### config.mk
export PLATFORM = sky130hd
export DESIGN_NAME = jetp_ctrl
export DESIGN_NICKNAME = d
export VERILOG_FILES = /design/src/rtl/core/jetp_pkg.sv /design/src/rtl/core/jetp_ctrl.sv
export SDC_FILE = /design/constraint.sdc
export NUM_CORES = 1
export LEC_CHECK = 0
export BUFFER_PORTS_ARGS = -buffer_cell sky130_fd_sc_hd__buf_4
export CAP_MARGIN = 20
export CORE_AREA = 2 2 39 41
export DETAILED_ROUTE_END_ITERATION = 6
export DIE_AREA = 0 0 41 43
export HOLD_SLACK_MARGIN = 0.12
export PLACE_DENSITY = 0.62
export SETUP_SLACK_MARGIN = 0.3
export SLEW_MARGIN = 10
export SYNTH_ARGS = -nofsm -noshare
export SYNTH_HDL_FRONTEND = slang
export SYNTH_SLANG_ARGS = --single-unit
### constraint.sdc
create_clock -name clk -period 1.65 [get_ports clk]
set_input_delay 0.165 -clock clk [delete_from_list [all_inputs] [get_ports clk]]
set_output_delay 0.165 -clock clk [all_outputs]
set_load 0.02 [all_outputs]
### src/rtl/core/jetp_pkg.sv
// Shared types and constants for the Julia escape-time pixel unit.
`timescale 1ns / 1ps

package jetp_pkg;

  // Iteration limit and the width of the running count.
  localparam int MAX_ITER = 64;
  localparam int CNT_W    = $clog2(MAX_ITER + 1);
  localparam int ITER_W   = 7;

  // Coordinates, products and the unrounded new point.
  localparam int COORD_W = 32;
  localparam int PROD_W  = 64;
  localparam int NEXT_W  = 38;
  localparam int SPAN_W  = 24;
  localparam int PIX_W   = 16;
  localparam int CFG_W   = 32;
  localparam int COLOR_W = 24;

  // Start-point division: 32 quotient bits, one per cycle.
  localparam int DIV_STEPS = 32;
  localparam int DIV_CNT_W = $clog2(DIV_STEPS);

  // 2.0 in Q.28 and 4.0 in Q.56.
  localparam logic signed [NEXT_W-1:0] TWO_Q28     = 38'sd536870912;
  localparam logic signed [NEXT_W-1:0] NEG_TWO_Q28 = -38'sd536870912;
  localparam logic [PROD_W-1:0]        FOUR_Q56    = 64'h0400_0000_0000_0000;

  localparam logic [COLOR_W-1:0] COLOR_LIMIT = 24'h000000;
  localparam logic [COLOR_W-1:0] COLOR_EVEN  = 24'h8B1A1A;
  localparam logic [COLOR_W-1:0] COLOR_ODD   = 24'hFF0000;

  // Configuration register indexes.
  typedef enum logic [1:0] {
    CFG_C_REAL = 2'd0,
    CFG_C_IMAG = 2'd1,
    CFG_X_SPAN = 2'd2,
    CFG_Y_SPAN = 2'd3
  } cfg_idx_t;

  localparam logic [SPAN_W-1:0] SPAN_RESET = 24'd204800;

  // Commands from the controller to the datapath.
  typedef struct packed {
    logic div_load;
    logic div_step;
    logic xy_load;
    logic mul_en;
    logic add_en;
    logic cnt_inc;
    logic upd_en;
    logic finish;
  } cmd_t;

  // Status from the datapath to the controller.
  typedef struct packed {
    logic escaped;
    logic at_limit;
    logic stalled;
    logic out_range;
  } status_t;

endpackage

### src/rtl/core/jetp_ctrl.sv
// Controller state machine that sequences division and the escape-time iterations.
`timescale 1ns / 1ps

module jetp_ctrl (
  input  logic                clk,
  input  logic                rst_n,
  input  logic                start,
  input  jetp_pkg::status_t   status,
  output jetp_pkg::cmd_t      cmd,
  output logic                busy
);
  import jetp_pkg::*;

  typedef enum logic [2:0] {
    S_IDLE,
    S_DIV,
    S_LOAD,
    S_MUL,
    S_ADD,
    S_UPD,
    S_DONE
  } state_t;

  state_t               state_r, state_nxt;
  logic [DIV_CNT_W-1:0] div_cnt_r, div_cnt_nxt;
  logic                 chk_r, chk_nxt;

  always_comb begin
    state_nxt   = state_r;
    div_cnt_nxt = div_cnt_r;
    chk_nxt     = chk_r;
    cmd         = '0;
    case (state_r)
      S_IDLE: begin
        if (start) begin
          cmd.div_load = 1'b1;
          div_cnt_nxt  = '0;
          state_nxt    = S_DIV;
        end
      end
      S_DIV: begin
        cmd.div_step = 1'b1;
        div_cnt_nxt  = div_cnt_r + DIV_CNT_W'(1);
        if (div_cnt_r == DIV_CNT_W'(DIV_STEPS - 1)) begin
          state_nxt = S_LOAD;
        end
      end
      S_LOAD: begin
        cmd.xy_load = 1'b1;
        chk_nxt     = 1'b0;
        state_nxt   = S_MUL;
      end
      S_MUL: begin
        cmd.mul_en = 1'b1;
        state_nxt  = S_ADD;
      end
      S_ADD: begin
        // The products also hold the squared magnitude of the point that
        // the last update produced; it is only tested after an update.
        cmd.add_en = 1'b1;
        state_nxt  = S_UPD;
        if (chk_r) begin
          if (status.escaped) begin
            state_nxt = S_DONE;
          end else begin
            cmd.cnt_inc = 1'b1;
          end
        end else if (status.at_limit) begin
          state_nxt = S_DONE;
        end
      end
      S_UPD: begin
        if (status.at_limit || status.stalled || status.out_range) begin
          state_nxt = S_DONE;
        end else begin
          cmd.upd_en = 1'b1;
          chk_nxt    = 1'b1;
          state_nxt  = S_MUL;
        end
      end
      S_DONE: begin
        cmd.finish = 1'b1;
        state_nxt  = S_IDLE;
      end
      default: begin
        state_nxt = S_IDLE;
      end
    endcase
  end

  // The limit check in the update state sees the count after the increment
  // made in the add state, so a loop that reaches the limit stops there.
  always_ff @(posedge clk) begin
    if (!rst_n) begin
      state_r   <= S_IDLE;
      div_cnt_r <= '0;
      chk_r     <= 1'b0;
    end else begin
      state_r   <= state_nxt;
      div_cnt_r <= div_cnt_nxt;
      chk_r     <= chk_nxt;
    end
  end

  assign busy = state_r != S_IDLE;

endmodule

==> out/qor.csv, run 1 <==
stage,metric,value,unit
synthesis,syn nets,70,
sta,Final TNS setup,0,ns
cells_and_area,layout cell share with drive strength beyond 1,60.0,%
drt,via count,583,
drt,WL final,1450,um
flow_run,Max-Cap Viols,0,
cells_and_area,Syn-to-layout area delta,80.7,%
critical_path,crit end category,output pin,
grt,vias in the first global route,527,
drt,vias per cell,5.25,
grt,number of antenna violations at the first check in global routing,0,
synthesis,Yosys reg bits,9,
outcome,status,"finished, final reports clean",
floorplan,die height,43,um
floorplan,standard-cell rows,14,
sta,fin crit share,89.1,%
sta,Fin. Hold Viols,0,
cts,Max clock buf depth,2,
sta,worst clock skew,0.00669,ns
grt,first-pass GRT wire length,2250,um
cells_and_area,fillers,114,
cells_and_area,# diodes,0,
grt,Global Route met2 Usage,28.4,%
floorplan,Starting Density,37.5,%
synthesis,synthesized area per cell,8.51,um^2
synthesis,Synth top area share,34.7,%
worst_hold_path,Worst Hold Class,input pin to flip-flop,
synthesis,number of flops mapped to enable cells by yosys,0,
pwr,Pwr Density,555,nW/um^2
placed_design,GPL Wtd Cong,0.684,
grt,largest net degree at the start of global routing,10,
sta,slew margin rel.,81.0,%
floorplan,Die Area,1760,um^2
synthesis,synthesized instance count,61,
sta,final hold slack,0.332,ns
cts,latest clock arrival within the worst-skew pair,0.27,ns
floorplan,core region area,1380,um^2
grt,Overflow after GRT,0,
sta,RSZ-0062 raised after global routing,yes,
synthesis,"top cells by area, synth","dfxtp_1, nor2_1, ha_1",
grt,GRT Total Usage,19.0,%
sta,Fmax achieved,680,MHz
drt,drt first-iter violations,8,
synthesis,"Cell Area, Synth",519,um^2
sta,max-slew violation count,0,
cts,CTS Buf Count,3,
grt,M3 GR Usage,6.28,%
synthesis,"Top FF cell, synth",dfxtp_1,
sta,# setup viols final,0,
cts,root buffer cell,clkbuf_4,
critical_path,arrival time at the worst endpoint,1.31,ns
synthesis,sequential fraction of the synthesis area,34.7,%
drt,WL/cell,13.0,um
synthesis,ys async rst share,0,%
critical_path,"Req. time, crit path",1.48,ns
drt,DRC,0,
grt,met1 Use GR,23.9,%
cts,CTS tree,done,
sta,fin crit period,1.47,ns
cells_and_area,"commonest non-fill, non-tap cell in the layout",buf_4,
synthesis,cell taking the most area after synthesis,dfxtp_1,
pwr,Leakage,0.406,nW
pwr,Pwr Total,521,uW
placed_design,detailed placer's ending HPWL,818,um
pwr,Max VDD drop,0.353,mV
cts,Sink Count,9,
synthesis,Synth cell types,31,
floorplan,# IOs,16,
cts,clock transition at the registers of the reported paths,0.07,ns
cells_and_area,most frequent cells in the layout,"buf_4, buf_6, nor2_1, nand2_1, dfxtp_1",
cts,htree depth,1,
placed_design,IO buf count,15,
critical_path,Worst Setup Path Type,flip-flop to output pin,
critical_path,critical path launch point type,flip-flop,
grt,Top Usage Layer GRT,met2,
critical_path,crit path max fanout,7,
drt,post-route ant nets,0,
sta,Slew @ Worst Pin,0.283,ns
cells_and_area,Final nets,105,
drt,1st-pass router iterations,3,
synthesis,Ys Warns,0,
floorplan,Die X,41,um
cell usage after synthesis (2+ instances only):
cell / count
dfxtp_1: 9
nor2_1: 7
nand2_1: 4
nor3_1: 4
a21oi_1: 3
inv_1: 3
a311oi_1: 2
buf_2: 2
ha_1: 2
nand2b_1: 2
o21a_1: 2
o31ai_1: 2
power breakdown:
part           internal, mW  total [mW]  switching (mW)  leakage [nW]
clock network        0.0936       0.179          0.0858        0.0150
registers             0.220       0.227         0.00747        0.0760
logic                0.0640       0.114          0.0501         0.315
path summary, 6_finish.rpt:
check        depth (start not counted)                 startpoint  slack, ns                   endpoint
max                                  4    state_r[0]$_SDFFE_PN0P_       0.18                     cmd[5]
min                                  4                      start       0.33  div_cnt_r[4]$_SDFFE_PN0P_
max reg2reg                          6    state_r[0]$_SDFFE_PN0P_       0.27  div_cnt_r[3]$_SDFFE_PN0P_
min reg2reg                          1  div_cnt_r[3]$_SDFFE_PN0P_       0.52  div_cnt_r[3]$_SDFFE_PN0P_
through the flow:
step | cell area [um^2] | utilization (%) | instances | worst slack [ns]
5_1_grt | 938 | 67.8 | 111 | 0.124
3_5_place_dp | 683 | 49.4 | 92 | 0.208
2_1_floorplan | 542 | - | 61 | 0.319
3_3_place_gp | 683 | 49.4 | 92 | 0.193
4_1_cts | 868 | 62.7 | 107 | 0.148
6_report | 938 | 67.8 | 111 | 0.179
layout make-up:
type	instances	area (um^2)	area share, %
Tap cell	16	20.0	2.13
Multi-Input combinational cell	46	407	43.3
Clock buffer	4	26.3	2.80
Inverter	3	11.3	1.20
Timing Repair Buffer	33	280	29.9
Sequential cell	9	194	20.7
flip-flops by register name, indices dropped and copies added (netlist names):
name       flops
chk_r          1
div_cnt_r      5
state_r        3
cells by family (layout without fill, tap and decap cells):
kind of cell	count (synthesis)	count (layout)	synth area share, %
DFF	9	9	34.7
and+or+nand+nor	28	28	33.0
muxes	1	1	2.17
adders and majority gates	2	2	4.82
AOI/OAI and AO/OA	15	15	20.5
buffers and inverters	6	40	4.82
routing by layer:
| layer | up-vias | part of all wire (%) |
|---|---|---|
| met4 | 0 | 1.1 |
| li1 | 293 | - |
| met1 | 272 | 42 |
| met2 | 16 | 53 |
| met3 | 2 | 4.2 |
| met5 | - | 0 |
worst max-delay path: stages, from the launching register on:
cell,delay [ns]
dfxtp_4,0.37
buf_6,0.12
or3b_4,0.39
inv_2,0.06
buf_6,0.10
what timing repair did:
action / 4_1_cts / 5_1_grt
endpoints found under the hold margin: 1 / 0
hold buffers: 1 / 0
pin swaps: 3 / 7
buffers inserted: 10 / 4
resized for setup: 20 / 8
setup endpoints to repair: 14 / 12
Power figures use the tool's default switching activity.
==> run 2, diff against run 1 <==
--- a/config.mk
+++ b/config.mk
@@ -11,7 +11,7 @@
 export DETAILED_ROUTE_END_ITERATION = 6
 export DIE_AREA = 0 0 41 43
 export HOLD_SLACK_MARGIN = 0.12
-export PLACE_DENSITY = 0.62
+export PLACE_DENSITY = 0.67
 export SETUP_SLACK_MARGIN = 0.3
 export SLEW_MARGIN = 10
 export SYNTH_ARGS = -nofsm -noshare
==> out/qor.csv, run 2 (synthesized netlist as in run 1, its figures left out) <==
stage,metric,value,unit,change
cells_and_area,"commonest non-fill, non-tap cell in the layout",buf_4,,
grt,Top Usage Layer GRT,met2,,
grt,met1 Use GR,21.1,%,-2.8 points
pwr,Int Pwr,366,uW,-3.0%
critical_path,critical path launch point type,flip-flop,,
sta,Fin. Hold Viols,0,,unchanged
critical_path,Worst Setup Path Type,flip-flop to output pin,,
cts,htree depth,1,,unchanged
cells_and_area,fin cells,103,,-7.2%
pwr,Pwr Density,578,nW/um^2,+4.1%
cells_and_area,Final nets,97,,-7.6%
sta,# setup viols final,0,,unchanged
cells_and_area,Largest Register,div_cnt_r,,
sta,Fmax achieved,710,MHz,+4.5%
pwr,Gate power share,20.0,%,-1.9 points
placed_design,Inst Count DP,91,,-1.1%
sta,fin crit period,1.41,ns,-0.0635 ns
drt,vias per cell,5.35,,+1.9%
cells_and_area,area of the multi-input gates,398,um^2,-2.2%
cells_and_area,fin area,871,um^2,-7.2%
grt,vias in the first global route,507,,-3.8%
pwr,Sw Share,27.2,%,-0.31 points
floorplan,Die Area,1760,um^2,unchanged
grt,Global Route met2 Usage,30.9,%,+2.5 points
drt,DRC,0,,unchanged
grt,M3 GR Usage,6.28,%,unchanged
floorplan,# IOs,16,,unchanged
floorplan,Die X,41,um,unchanged
grt,number of antenna violations at the first check in global routing,0,,unchanged
cts,CTS Buf Count,3,,unchanged
cts,Max clock buf depth,2,,unchanged
cells_and_area,most frequent cells in the layout,"buf_4, buf_6, nor2_1, dfxtp_4",,
sta,Slew @ Worst Pin,0.385,ns,+0.102 ns
cells_and_area,max reg flops,5,,unchanged
placed_design,detailed placer's ending HPWL,821,um,+0.38%
pwr,Max VDD drop,0.324,mV,-8.3%
critical_path,arrival time at the worst endpoint,1.24,ns,-0.07 ns
cells_and_area,Syn-to-layout area delta,67.7,%,
outcome,status,"finished, final reports clean",,
cts,CTS tree,done,,
floorplan,die height,43,um,unchanged
pwr,Reg power frac,44.7,%,+1.1 points
drt,WL/cell,13.5,um,+3.6%
drt,drt first-iter violations,13,,+5
cells_and_area,register area,199,um^2,+2.6%
drt,WL final,1390,um,-3.9%
cts,latest clock arrival within the worst-skew pair,0.26,ns,about the same
critical_path,"Req. time, crit path",1.48,ns,about the same
grt,first-pass GRT wire length,2210,um,-1.8%
cells_and_area,layout cell share with drive strength beyond 1,52.9,%,-7.1 points
sta,final hold slack,0.359,ns,+0.0274 ns
drt,post-route ant nets,0,,unchanged
critical_path,crit path max fanout,5,,-2
grt,largest net degree at the start of global routing,8,,-2
sta,Final TNS setup,0,ns,unchanged
floorplan,Starting Density,37.5,%,unchanged
cts,Sink Count,9,,unchanged
pwr,Leakage,0.366,nW,-9.8%
sta,RSZ-0062 raised after global routing,yes,,
floorplan,core region area,1380,um^2,unchanged
grt,GRT Total Usage,18.6,%,-0.38 points
placed_design,GPL Wtd Cong,0.686,,+0.25%
pwr,Net Sw Power,137,uW,-4.5%
cts,root buffer cell,clkbuf_4,,
floorplan,standard-cell rows,14,,unchanged
sta,slew margin rel.,74.2,%,-6.8 points
sta,max-slew violation count,0,,unchanged
cells_and_area,# diodes,0,,unchanged
placed_design,Post-Place Cell Area,676,um^2,-1.1%
sta,fin crit share,85.3,%,-3.8 points
critical_path,crit end category,output pin,,
cells_and_area,Largest regs,"div_cnt_r (5), state_r (3), chk_r (1)",,
cts,clock transition at the registers of the reported paths,0.07,ns,about the same
grt,Overflow after GRT,0,,unchanged
pwr,clock power share,35.2,%,+0.7 points
worst_hold_path,Worst Hold Class,input pin to flip-flop,,
sta,worst clock skew,0.00385,ns,-0.00285 ns
flow_run,Max-Cap Viols,0,,unchanged
drt,via count,551,,-5.5%
placed_design,IO buf count,15,,unchanged
drt,1st-pass router iterations,4,,+1
cells_and_area,fillers,119,,+4.4%
-- run 2: changes by cell type in the layout (fill, tap and decap cells not counted), sizes merged --
cell / previous run / this run
buf: 32 / 24
-- run 2: critical path, cell delays in order (launching register included) --
cell	delay [ns]
dfxtp_4	0.36
or3_4	0.41
nor2_4	0.09
buf_6	0.12
-- run 2: timing repair --
item	CTS	global route
pin swaps	7	3
setup buffers	7	0
setup endpoints to repair	12	9
endpoints found under the hold margin	1	0
gates resized for setup	20	8
hold buffers	1	0
gates cloned	0	0
-- run 2: per-layer routing --
layer | routed length (um) | share of wire [%]
met5 | 0 | 0
met4 | 16 | 1.2
met3 | 64 | 4.6
met2 | 761 | 55
met1 | 546 | 39
-- run 2: worst paths after layout --
kind	start	to	slack, ns	depth (start not counted)
max reg2reg	div_cnt_r[1]$_SDFFE_PN0P_	state_r[0]$_SDFFE_PN0P_	0.31	6
max	state_r[0]$_SDFFE_PN0P_	cmd[7]	0.24	3
min	status[1]	state_r[2]$_SDFFE_PN0P_	0.36	5
min reg2reg	div_cnt_r[3]$_SDFFE_PN0P_	div_cnt_r[3]$_SDFFE_PN0P_	0.51	1
-- run 2: layout make-up --
type | instances | share of cell area (%)
clock buffer | 4 | 3.02
tap | 16 | 2.30
timing repair buffer | 25 | 24.9
multi-input combinational | 46 | 45.7
sequential | 9 | 22.8
inverter | 3 | 1.29
-- run 2: stage by stage --
step	power (mW)	util [%]	setup slack, ns
floorplan	0.275	-	0.319
global placement	0.306	48.8	0.254
detailed placement	0.306	48.8	0.222
CTS	0.500	60.3	0.246
global route	0.529	62.9	0.204
finish	0.503	62.9	0.243
-- run 2: power by group through the flow --
stage	Sequential, mW	Clock, mW	Combinational [mW]
CTS	0.224	0.184	0.0914
finish	0.225	0.177	0.101
global route	0.226	0.196	0.108
detailed placement	0.236	0	0.0703
global placement	0.236	0	0.0700
floorplan	0.233	0	0.0419
